==> src/sv/smc_pkg.sv <==
`timescale 1ns / 1ps

package smc_pkg;

    // Marker geometry and field widths
    localparam int WIN_LEN = 32;
    localparam logic [WIN_LEN-1:0] MARKER_WORD = 32'h1ACF_FC1D;

    localparam int SOFT_W = 16;
    localparam int SUM_W  = 21;
    localparam int THR_W  = 19;
    localparam int POS_W  = 16;
    localparam int QUAL_W = 20;

    // 0.75 of full agreement (32 bits at amplitude 1.0)
    localparam logic [THR_W-1:0] THR_RESET = 19'd196608;

    typedef logic signed [SOFT_W-1:0] t_soft;
    typedef logic signed [SUM_W-1:0]  t_sum;

    // Step control for the correlator cells (the last cell ignores clr)
    typedef struct packed {
        logic en;   // a soft bit transfer happens this cycle
        logic clr;  // frame ends: partial sums restart at zero
    } t_chain_ctl;

endpackage

==> src/sv/smc_cell.sv <==
`timescale 1ns / 1ps

module smc_cell (
    input  logic              i_clk,
    input  logic              i_rst_n,
    input  smc_pkg::t_chain_ctl i_ctl,
    input  logic              i_coef,
    input  smc_pkg::t_soft    i_soft,
    input  smc_pkg::t_sum     i_psum,
    output smc_pkg::t_sum     o_psum
);
    import smc_pkg::*;

    t_sum w_ext;
    t_sum n_psum;
    t_sum r_psum;

    // Add or subtract the new soft bit depending on this cell's marker bit
    assign w_ext  = t_sum'(i_soft);
    assign n_psum = i_coef ? (i_psum + w_ext) : (i_psum - w_ext);

    always_ff @(posedge i_clk) begin
        if (!i_rst_n) begin
            r_psum <= '0;
        end else if (i_ctl.en) begin
            r_psum <= i_ctl.clr ? t_sum'(0) : n_psum;
        end
    end

    assign o_psum = r_psum;

endmodule

==> src/sv/smc_chain.sv <==
`timescale 1ns / 1ps

// Transposed correlator: cell j holds the partial sum over the first j+1
// marker bits; the last cell holds the full window sum for the newest bit.
module smc_chain (
    input  logic                i_clk,
    input  logic                i_rst_n,
    input  smc_pkg::t_chain_ctl i_ctl,
    input  smc_pkg::t_soft      i_soft,
    output smc_pkg::t_sum       o_sum
);
    import smc_pkg::*;

    t_sum       w_psum [0:WIN_LEN];
    t_chain_ctl w_ctl_last;

    assign w_psum[0] = '0;

    // The final cell keeps the closing frame's sum so the peak stage can see it
    assign w_ctl_last.en  = i_ctl.en;
    assign w_ctl_last.clr = 1'b0;

    for (genvar j = 0; j < WIN_LEN; j++) begin : g_cell
        smc_cell u_cell (
            .i_clk   (i_clk),
            .i_rst_n (i_rst_n),
            .i_ctl   ((j == WIN_LEN - 1) ? w_ctl_last : i_ctl),
            .i_coef  (MARKER_WORD[WIN_LEN-1-j]),
            .i_soft  (i_soft),
            .i_psum  (w_psum[j]),
            .o_psum  (w_psum[j+1])
        );
    end

    assign o_sum = w_psum[WIN_LEN];

endmodule

==> src/sv/sync_marker_correlator.sv <==
`timescale 1ns / 1ps

// Soft-decision correlator for the 32-bit attached sync marker 0x1ACFFC1D.
// Slave stream: one signed soft bit per transfer (8192 = 1.0), tlast marks
// the final bit of a frame. Master stream: one result per frame, sent for
// the transfer that carried tlast: tuser = found, tdata = position and
// quality (best correlation sum, 262144 = full agreement).
// Configuration: i_cfg_wr_en writes the 19-bit acceptance threshold.
// Throughput: one soft bit per clock while the skid entry is free, sustained across frame boundaries.
// Path: the sum for the tlast transfer is registered in the last of the
// 32 correlator cells of the chain, then passes the combinational peak
// tracker into the output register that drives the master side.
// Stalls: an output register plus one skid entry sit behind the peak
// tracker; input is refused only while the skid entry is occupied, which
// needs two unsent results, i.e. a further frame ends while the receiver
// still holds tready low on the previous result.
// Reset clears the frame state and loads the threshold with 0.75 (196608).
// Windows that start beyond MAX_BITS-32 in a frame are not evaluated.
module sync_marker_correlator #(
    parameter int MAX_BITS = 65536
) (
    input  logic        i_clk,
    input  logic        i_rst_n,
    // configuration
    input  logic        i_cfg_wr_en,
    input  logic [18:0] i_cfg_wr_data,   // accept_threshold
    // soft bit stream in
    input  logic        i_s_axis_tvalid,
    output logic        o_s_axis_tready,
    input  logic [15:0] i_s_axis_tdata,  // [15:0] soft_bit
    input  logic        i_s_axis_tlast,  // last
    // result stream out
    output logic        o_m_axis_tvalid,
    input  logic        i_m_axis_tready,
    output logic [39:0] o_m_axis_tdata,  // [15:0] position, [35:16] quality, [39:36] zero
    output logic        o_m_axis_tuser   // found
);
    import smc_pkg::*;

    localparam int CNT_W = $clog2(MAX_BITS + 2);
    localparam logic [CNT_W-1:0] MAX_C = CNT_W'(MAX_BITS);
    localparam logic [CNT_W-1:0] WIN_C = CNT_W'(WIN_LEN);

    typedef struct packed {
        logic              found;
        logic [POS_W-1:0]  position;
        logic [QUAL_W-1:0] quality;
    } t_result;

    logic             w_acc;
    logic             w_adv;
    t_chain_ctl       w_ctl;
    t_sum             w_sum;

    logic [THR_W-1:0] r_thr;
    logic [CNT_W-1:0] r_count;
    logic [CNT_W-1:0] n_count;

    logic             r_s1_valid;
    logic             r_s1_last;
    logic             r_s1_eval;
    logic [POS_W-1:0] r_s1_start;

    logic [QUAL_W-1:0] r_best;
    logic [POS_W-1:0]  r_best_start;
    logic [QUAL_W-1:0] n_best;
    logic [POS_W-1:0]  n_best_start;
    logic              w_better;
    logic              w_res_valid;
    t_result           w_res;

    logic    r_out_valid;
    t_result r_out;
    logic    r_skid_valid;
    t_result r_skid;

    // Handshake: the whole pipeline moves unless the skid entry is occupied
    assign w_adv           = !r_skid_valid;
    assign o_s_axis_tready = w_adv;
    assign w_acc           = i_s_axis_tvalid && w_adv;

    // Threshold register
    always_ff @(posedge i_clk) begin
        if (!i_rst_n) begin
            r_thr <= THR_RESET;
        end else if (i_cfg_wr_en) begin
            r_thr <= i_cfg_wr_data;
        end
    end

    // Correlator chain
    assign w_ctl.en  = w_acc;
    assign w_ctl.clr = i_s_axis_tlast;

    smc_chain u_chain (
        .i_clk   (i_clk),
        .i_rst_n (i_rst_n),
        .i_ctl   (w_ctl),
        .i_soft  (t_soft'(i_s_axis_tdata)),
        .o_sum   (w_sum)
    );

    // Bit counter, saturating one past MAX_BITS
    assign n_count = (r_count <= MAX_C) ? (r_count + 1'b1) : r_count;

    always_ff @(posedge i_clk) begin
        if (!i_rst_n) begin
            r_count <= '0;
        end else if (w_acc) begin
            r_count <= i_s_axis_tlast ? '0 : n_count;
        end
    end

    // Stage 1 tags, aligned with the sum in the last cell
    always_ff @(posedge i_clk) begin
        if (!i_rst_n) begin
            r_s1_valid <= 1'b0;
        end else if (w_adv) begin
            r_s1_valid <= w_acc;
        end
    end

    always_ff @(posedge i_clk) begin
        if (w_acc) begin
            r_s1_last  <= i_s_axis_tlast;
            r_s1_eval  <= (n_count >= WIN_C) && (n_count <= MAX_C);
            r_s1_start <= POS_W'(n_count - WIN_C);
        end
    end

    // Peak tracker: earliest strictly larger positive sum wins
    assign w_better     = r_s1_eval && (w_sum > $signed({1'b0, r_best}));
    assign n_best       = w_better ? w_sum[QUAL_W-1:0] : r_best;
    assign n_best_start = w_better ? r_s1_start : r_best_start;

    assign w_res_valid    = w_adv && r_s1_valid && r_s1_last;
    assign w_res.found    = (n_best != '0) && (n_best >= {1'b0, r_thr});
    assign w_res.position = w_res.found ? n_best_start : '0;
    assign w_res.quality  = n_best;

    always_ff @(posedge i_clk) begin
        if (!i_rst_n) begin
            r_best       <= '0;
            r_best_start <= '0;
        end else if (w_adv && r_s1_valid) begin
            if (r_s1_last) begin
                r_best       <= '0;
                r_best_start <= '0;
            end else begin
                r_best       <= n_best;
                r_best_start <= n_best_start;
            end
        end
    end

    // Output register with one skid entry
    always_ff @(posedge i_clk) begin
        if (!i_rst_n) begin
            r_out_valid  <= 1'b0;
            r_skid_valid <= 1'b0;
        end else if (w_res_valid) begin
            if (!r_out_valid || i_m_axis_tready) begin
                r_out_valid <= 1'b1;
            end else begin
                r_skid_valid <= 1'b1;
            end
        end else if (r_skid_valid && i_m_axis_tready) begin
            r_skid_valid <= 1'b0;
        end else if (r_out_valid && i_m_axis_tready) begin
            r_out_valid <= 1'b0;
        end
    end

    always_ff @(posedge i_clk) begin
        if (w_res_valid) begin
            if (!r_out_valid || i_m_axis_tready) begin
                r_out <= w_res;
            end else begin
                r_skid <= w_res;
            end
        end else if (r_skid_valid && i_m_axis_tready) begin
            r_out <= r_skid;
        end
    end

    assign o_m_axis_tvalid = r_out_valid;
    assign o_m_axis_tuser  = r_out.found;
    assign o_m_axis_tdata  = {4'b0000, r_out.quality, r_out.position};

    // Checks
    a_skid_behind_out: assert property (@(posedge i_clk) disable iff (!i_rst_n)
        r_skid_valid |-> r_out_valid)
        else $error("skid entry occupied while output register empty");

    a_found_quality: assert property (@(posedge i_clk) disable iff (!i_rst_n)
        (r_out_valid && r_out.found) |-> (r_out.quality != '0))
        else $error("marker reported with zero quality");

    a_pos_when_missing: assert property (@(posedge i_clk) disable iff (!i_rst_n)
        (r_out_valid && !r_out.found) |-> (r_out.position == '0))
        else $error("nonzero position without a found marker");

    a_best_cleared: assert property (@(posedge i_clk) disable iff (!i_rst_n)
        (w_adv && r_s1_valid && r_s1_last) |=> (r_best == '0))
        else $error("peak state not cleared after frame end");

endmodule
==> config.mk <==
export PLATFORM = sky130hd
export DESIGN_NAME = sync_marker_correlator
export DESIGN_NICKNAME = d
export VERILOG_FILES = /design/src/sv/smc_pkg.sv /design/src/sv/smc_cell.sv /design/src/sv/smc_chain.sv /design/src/sv/sync_marker_correlator.sv
export SDC_FILE = /design/constraint.sdc
export NUM_CORES = 2
export LEC_CHECK = 0
export BUFFER_PORTS_ARGS = -buffer_cell sky130_fd_sc_hd__buf_2
export CORE_ASPECT_RATIO = 1.2
export CORE_UTILIZATION = 55
export CTS_CLUSTER_DIAMETER = 200
export DETAILED_ROUTE_END_ITERATION = 16
export HOLD_SLACK_MARGIN = 0.05
export PLACE_DENSITY = 0.71
export SETUP_SLACK_MARGIN = 0.15
export SYNTH_ARGS = -nofsm -noshare
export SYNTH_HDL_FRONTEND = slang
export SYNTH_SLANG_ARGS = --single-unit
==> constraint.sdc <==
create_clock -name i_clk -period 7.8 [get_ports i_clk]
set_clock_uncertainty 0.05 [all_clocks]
set_input_delay 0.39 -clock i_clk [delete_from_list [all_inputs] [get_ports i_clk]]
set_output_delay 0.39 -clock i_clk [all_outputs]
set_load 0.005 [all_outputs]
==> Word-level counts from Yosys, hierarchy flattened <==
Index checks and enable logic that the tools add are counted.
Widths: inputs -> output; s select.
{ "word_totals": {"register_bits": 839, "input_bits": 41, "out_inout_bits": 43, "elab_cells": 157} }
{ "classes": {"add_sub_neg": 34, "n_lt_le_gt_ge": 5, "eq_ne": 3, "mux": 48, "bitwise": 1, "n_reduce_logical": 18} }
{ "ops": {"columns": ["op", "n"], "rows": [
  ["$mux 21", 31],
  ["$add 21x16->21", 19],
  ["$sub 21x16->21", 12],
  ["$mux 37", 3],
  ["$mux 16", 3],
  ["$mux 20", 2],
  ["$le 17x17->1 const B", 2],
  ["$mux 17", 2],
  ["$gt 21x21->1", 1],
  ["$ge 20x19->1", 1],
  ["$reduce_bool 20->1", 1],
  ["$add 17x1->17 const B", 1],
  ["$ge 17x6->1 const B", 1],
  ["$sub 1x16->17 const A", 1],
  ["$sub 16x6->16 const B", 1],
  ["$logic_and 1x1->1", 8],
  ["$mux 1", 7],
  ["$reduce_and 2->1", 3],
  ["$ne 2x2->1 const B", 2],
  ["$reduce_bool 2->1", 2],
  ["$reduce_and 3->1", 1],
  ["$logic_not 1->1", 2],
  ["$ne 2x1->1 const B", 1],
  ["$logic_or 1x1->1", 1],
  ["$not 1->1", 1]
]} }

==> Logic depth before layout (Yosys ltp) <==
{ "depth": {"word_depth": 8, "depth_mapped": 22, "mapped_depth_nobuf": 19} }

==> Modules after synthesis <==
Synthesis repeated with hierarchy kept, for this count alone.
{ "unflattened": {"hier_cells": 9680, "hier_area_um2": 76218.1} }
{ "modules_own_cells": {"columns": ["module", "n_inst", "cells_per_inst", "area_per_inst_um2", "seq_area_each_um2"], "rows": [
  ["smc_cell at u_chain.g_cell[14].u_cell ...", 15, 290, 2177.1, 420.4],
  ["smc_cell at u_chain.g_cell[0].u_cell ...", 11, 265, 2063.2, 420.4],
  ["sync_marker_correlator", 1, 776, 8239.2, 4264.1],
  ["smc_cell at u_chain.g_cell[6].u_cell ...", 2, 274, 2084.5, 420.4],
  ["smc_cell at u_chain.g_cell[17].u_cell", 1, 294, 2194.6, 420.4],
  ["smc_cell at u_chain.g_cell[5].u_cell", 1, 281, 2192.1, 420.4],
  ["smc_cell at u_chain.g_cell[9].u_cell", 1, 264, 2090.8, 420.4],
  ["smc_cell at u_chain.g_cell[8].u_cell", 1, 250, 1973.1, 420.4],
  ["smc_chain", 1, 2, 7.5, 0.0]
]} }

==> Worst setup path before layout <==
Ideal clock, no wire load.
{ "synth_path": {"kind": "register to register", "startpoint": "register r_best[18]", "endpoint": "register r_skid[27] in the netlist's numbering, data pin", "setup_ns": 0.266, "arrival_ns": 4.198, "t_required_ns": 7.484, "path_slack_ns": 3.286, "path_stages_with_launch": 21, "n_path_buf": 3, "period_less_slack_ns": 4.514, "cell_sequence": "dfxtp_1 > inv_1 > ha_1 > nand4_1 > or3_1 > or3_1 > o2111a_1 > buf_2 > buf_2 > mux2i_1 > ha_1 > nand2b_1 > a21o_1 > a21oi_1 > o21ai_0 > o41ai_1 > a21o_1 > o21ai_0 > o22ai_1 > clkbuf_1 > nor2_1"} }
{ "synth_lines": {"columns": ["item", "line", "rtl"], "rows": [
  ["start, declared", "sync_marker_correlator.sv:64", "logic [QUAL_W-1:0] r_best;"],
  ["start signal, assigned", "sync_marker_correlator.sv:150", "r_best <= n_best;"],
  ["end signal, assigned", "sync_marker_correlator.sv:179", "r_skid <= w_res;"],
  ["end, declared", "sync_marker_correlator.sv:75", "t_result r_skid;"]
]} }

==> Worst setup path in the final report <==
{ "layout_path": {"startpoint": "register r_best[18]", "endpoint": "register r_out, in the netlist o_m_axis_tdata[10], data pin"} }
{ "layout_via": {"elab_chain_cells": 8, "elab_cells_between_ends": 10, "cone_classes": "order compare: 2; mux: 5; reduce/logical: 3"} }
{ "layout_rtl": {"columns": ["item", "line", "rtl"], "rows": [
  ["$gt 21x21->1", "sync_marker_correlator.sv:132", "assign w_better = r_s1_eval && (w_sum > $signed({1'b0, r_best}));"],
  ["$logic_and 1x1->1", "sync_marker_correlator.sv:132", null],
  ["$mux 20", "sync_marker_correlator.sv:133", "assign n_best = w_better ? w_sum[QUAL_W-1:0] : r_best;"],
  ["$ge 20x19->1 / $reduce_bool 20->1 (equally long branches)", "sync_marker_correlator.sv:137", "assign w_res.found = (n_best != '0) && (n_best >= {1'b0, r_thr});"],
  ["$logic_and 1x1->1", "sync_marker_correlator.sv:137", null],
  ["$mux 16 *", "sync_marker_correlator.sv:138", "assign w_res.position = w_res.found ? n_best_start : '0;"],
  ["$mux 37 *", "sync_marker_correlator.sv:176", "if (!r_out_valid || i_m_axis_tready) begin"],
  ["$mux 37 *", "sync_marker_correlator.sv:175", "if (w_res_valid) begin"],
  ["end signal, assigned", "sync_marker_correlator.sv:177", "r_out <= w_res;"],
  ["end signal, assigned", "sync_marker_correlator.sv:182", "r_out <= r_skid;"],
  ["end, declared", "sync_marker_correlator.sv:73", "t_result r_out;"]
]} }
Mark *: on every way between the ends. The rest lies on a longest branch, timed or not. The select of a mux whose other input is x is not followed.
A chain may end at the register's enable or synchronous reset.

==> results.json <==
{
  "overflow": 0,
  "p_clk_frac": 0.387,
  "crit_type": "reg2reg",
  "htree_num_levels": 3,
  "min_to": "u_chain.g_cell[28].u_cell.o_psum[14]$_SDFFE_PN0P_",
  "p_leak_nw": 27.3,
  "dp_hpwl_mm": 107,
  "reg2regPathDepth": 19,
  "end_kind": "flip-flop",
  "cp_top_family": "compound AO/OA/AOI/OAI gates",
  "synth_xor_area_frac": 0.0812,
  "floorplan.initialDensity": 0.555,
  "synth_top_area_frac": 0.256,
  "worst_pin_slew_ns": 1.21,
  "cts_buffers": 94,
  "die_w_um": 298,
  "wl_per_cell_um": 19.1,
  "synthMostInstantiatedCell": "dfxtp_1",
  "drtIter0Drc": 3025,
  "outcome": "complete, no violations",
  "nNetsFinal": 7501,
  "synth_compound_area_frac": 0.234,
  "seqPwrFrac": 0.389,
  "fin_crit_ns": 5.53,
  "drc": 0,
  "numClockSinks": 835,
  "synth_area_leader_cell": "dfxtp_1",
  "synth_edf_count": 92,
  "crit_chain": "inv_1, ha_1, nand4_1, or3_1, a31oi_1, o2111a_2, buf_4, mux2i_1, ha_1, nand2b_1, a21o_1, a21oi_1, o21ai_0, o41ai_1, a21o_1, o21ai_0, o22ai_2, buf_4, o31ai_1",
  "ys_top_cells_by_area": "dfxtp_1 26%, ha_1 14%, edfxtp_1 4.8%",
  "clock.fmax_mhz": 181,
  "worstReg2RegStart": "r_best[18]$_SDFFE_PN0P_",
  "tns_ns": 0,
  "cts_resized": 0,
  "synth_ff_type": "dfxtp_1",
  "cts-root-buf": "clkbuf_16",
  "route.antenna.remaining_nets": 0,
  "setup_viol_count_final": 0,
  "cp-start-kind": "flip-flop",
  "clk_path_buf_depth": 3,
  "critPathMaxStageDelay_ns": 0.58,
  "p_switching_mw": 3.71,
  "hold_class": "in2reg",
  "synth_common_cells": "743 x dfxtp_1, 660 x ha_1, 593 x nand2_1",
  "grt_pass1_wl_mm": 254,
  "synthesis.area_um2": 58000,
  "core_um2": 105000,
  "swShare": 0.307,
  "utilization": 0.603,
  "synth_top_family_by_area": "compound AO/OA/AOI/OAI gates",
  "rows": 130,
  "worstPathArrival_ns": 5.92,
  "die_y_um": 358,
  "postCtsSetupRepairBufs": 0,
  "die_area_um2": 107000,
  "first_pass_iters": 8,
  "relSlewSlack": 0.193,
  "yosysSeqAreaShare": 0.304,
  "finalPower_mw": 12.1,
  "cp_slowest_cell": "o2111a_2",
  "fin_crit_sh": 0.709,
  "numPortBuffers": 79,
  "hold_path_depth": 2,
  "maxSlewViolCount": 0,
  "routed_wl_mm": 157,
  "seqCellArea_um2": 17600,
  "vias": 49651,
  "fin_ws_ns": 2.27,
  "cts_tree": "built",
  "async_reset_ff_frac": 0,
  "cp.required_ns": 8.19,
  "p_per_area_nw_per_um2": 192,
  "netlist-cell-type-count": 95,
  "synth-seq-cells": 835,
  "max_cap_violations": 0,
  "muxShareOfSynthArea": 0.0102,
  "drive_gt1_frac": 0.0567,
  "yosysWarnings": 0,
  "worst_ir_drop_vdd_v": 0.000178,
  "synthSimpleGateAreaFrac": 0.187,
  "via_per_inst": 6.03,
  "gp_congestion": 0.897,
  "finalHoldViolations": 0,
  "r2r_slack_ns": 2.27,
  "cts.clk_slew.worst_paths_ns": 0.06,
  "pin_count": 84,
  "areaGrowthSynthToFinish_pct": 8.67,
  "fillCellCount": 9292,
  "cts_hold_buf": 20,
  "worstReg2RegEnd": "o_m_axis_tdata[10]$_DFFE_PP_",
  "combPwrFrac": 0.224,
  "cp_max_fo": 34,
  "grt_max_degree": 162,
  "internal_power_mw": 8.39,
  "grt_usage": 0.290,
  "multi_input_area_um2": 38700,
  "pre_cts_slack_ns": 2.26,
  "syn-instance-count": 6783,
  "hold_start": "i_rst_n",
  "grt_pass1_vias": 48951,
  "cp_num_buf_inv": 3,
  "clk-insertion-delay-late_ns": 0.71,
  "grt_antenna_before_repair": 2,
  "rsz0062_at_grt": "false",
  "syn_avg_cell_area_um2": 8.55,
  "synth_adder_area_share": 0.153
}
[power by group through the flow]
stage	clock [mW]	sequential [mW]	combinational, mW
finish	4.68	4.71	2.71
CTS	4.76	4.71	2.70
global placement	0	4.79	2.62
global route	4.93	4.73	3.01
detailed placement	0	4.80	2.67
floorplan	0	4.75	2.03
[state kept, by name (all words and copies together) (netlist names)]
signal and flops:
o_m_axis_tdata 36, o_m_axis_tuser 1, o_m_axis_tvalid 1, r_best 20, r_best_start 16, r_count 17
r_s1_eval 1, r_s1_last 1, r_s1_start 16, r_s1_valid 1, r_skid 37, r_skid_valid 1
r_thr 19, u_chain.g_cell.u_cell.o_psum 668
[worst max path at each step]
stage	to	slack (ns)	start	cells after the start
floorplan	r_skid[27]$_DFFE_PP_	3.29	r_best[18]$_SDFFE_PN0P_	20
global placement	o_m_axis_tdata[9]$_DFFE_PP_	2.33	r_best[18]$_SDFFE_PN0P_	19
detailed placement	o_m_axis_tdata[10]$_DFFE_PP_	2.26	r_best[18]$_SDFFE_PN0P_	19
CTS	o_m_axis_tdata[10]$_DFFE_PP_	2.23	r_best[18]$_SDFFE_PN0P_	19
global route	o_m_axis_tdata[14]$_DFFE_PP_	1.84	r_best[18]$_SDFFE_PN0P_	19
finish	o_m_axis_tdata[10]$_DFFE_PP_	2.27	r_best[18]$_SDFFE_PN0P_	19
[placed cells by master, fill, tap and decap left out, drive strengths merged, types with 57 or more instances in the layout]
cell and n:
edfxtp 92, nor4 57, dfxtp 743, a21oi 439, nor2b 423, and2 78
nand3b 65, a211oi 66, xnor2 294, nor3 123, ha 660, a21boi 79
clkbuf 131, a22oi 277, xor2 244, mux2i 59, a21o 220, nor2 300
o21a 100, nand3 112, o21ai 558, nand2 593, inv 186, buf 130
nand2b 111
[cells by family after synthesis]
group,after synthesis
AO/OA/AOI/OAI,2109
AND/OR/NAND/NOR,2102
flip-flops,835
adder cells (fa/ha/maj),691
XOR/XNOR,538
buffers and inverters,448
multiplexers,59
other,1
[metal layers]
metal	GRT usage	wire [um]	vias to the layer above	share of wire
met5	0	0	-	0
met4	0.136	6620	0	0.042
met3	0.0315	6670	321	0.043
met2	0.523	77200	1017	0.49
met1	0.343	66400	23699	0.42
li1	-	-	24614	-
[area by class of cell]
type	instances	area share
Timing Repair Buffer	150	0.0166
Clock buffer	131	0.0425
Inverter	185	0.0110
Sequential cell	835	0.280
Antenna cell	1	0.0000397
Tap cell	1386	0.0275
Multi-Input combinational cell	5503	0.614
Clock inverter	40	0.00873
[stage by stage]
step           hold WS (ns)  cells  cell area, um^2
2_1_floorplan         0.374   6786            58000
3_3_place_gp          0.388   8039            59600
3_5_place_dp          0.394   8039            59600
4_1_cts              0.0796   8230            63000
5_1_grt               0.119   8230            63000
6_report              0.117   8231            63100
No activity file was read; power rests on OpenSTA's default activity.
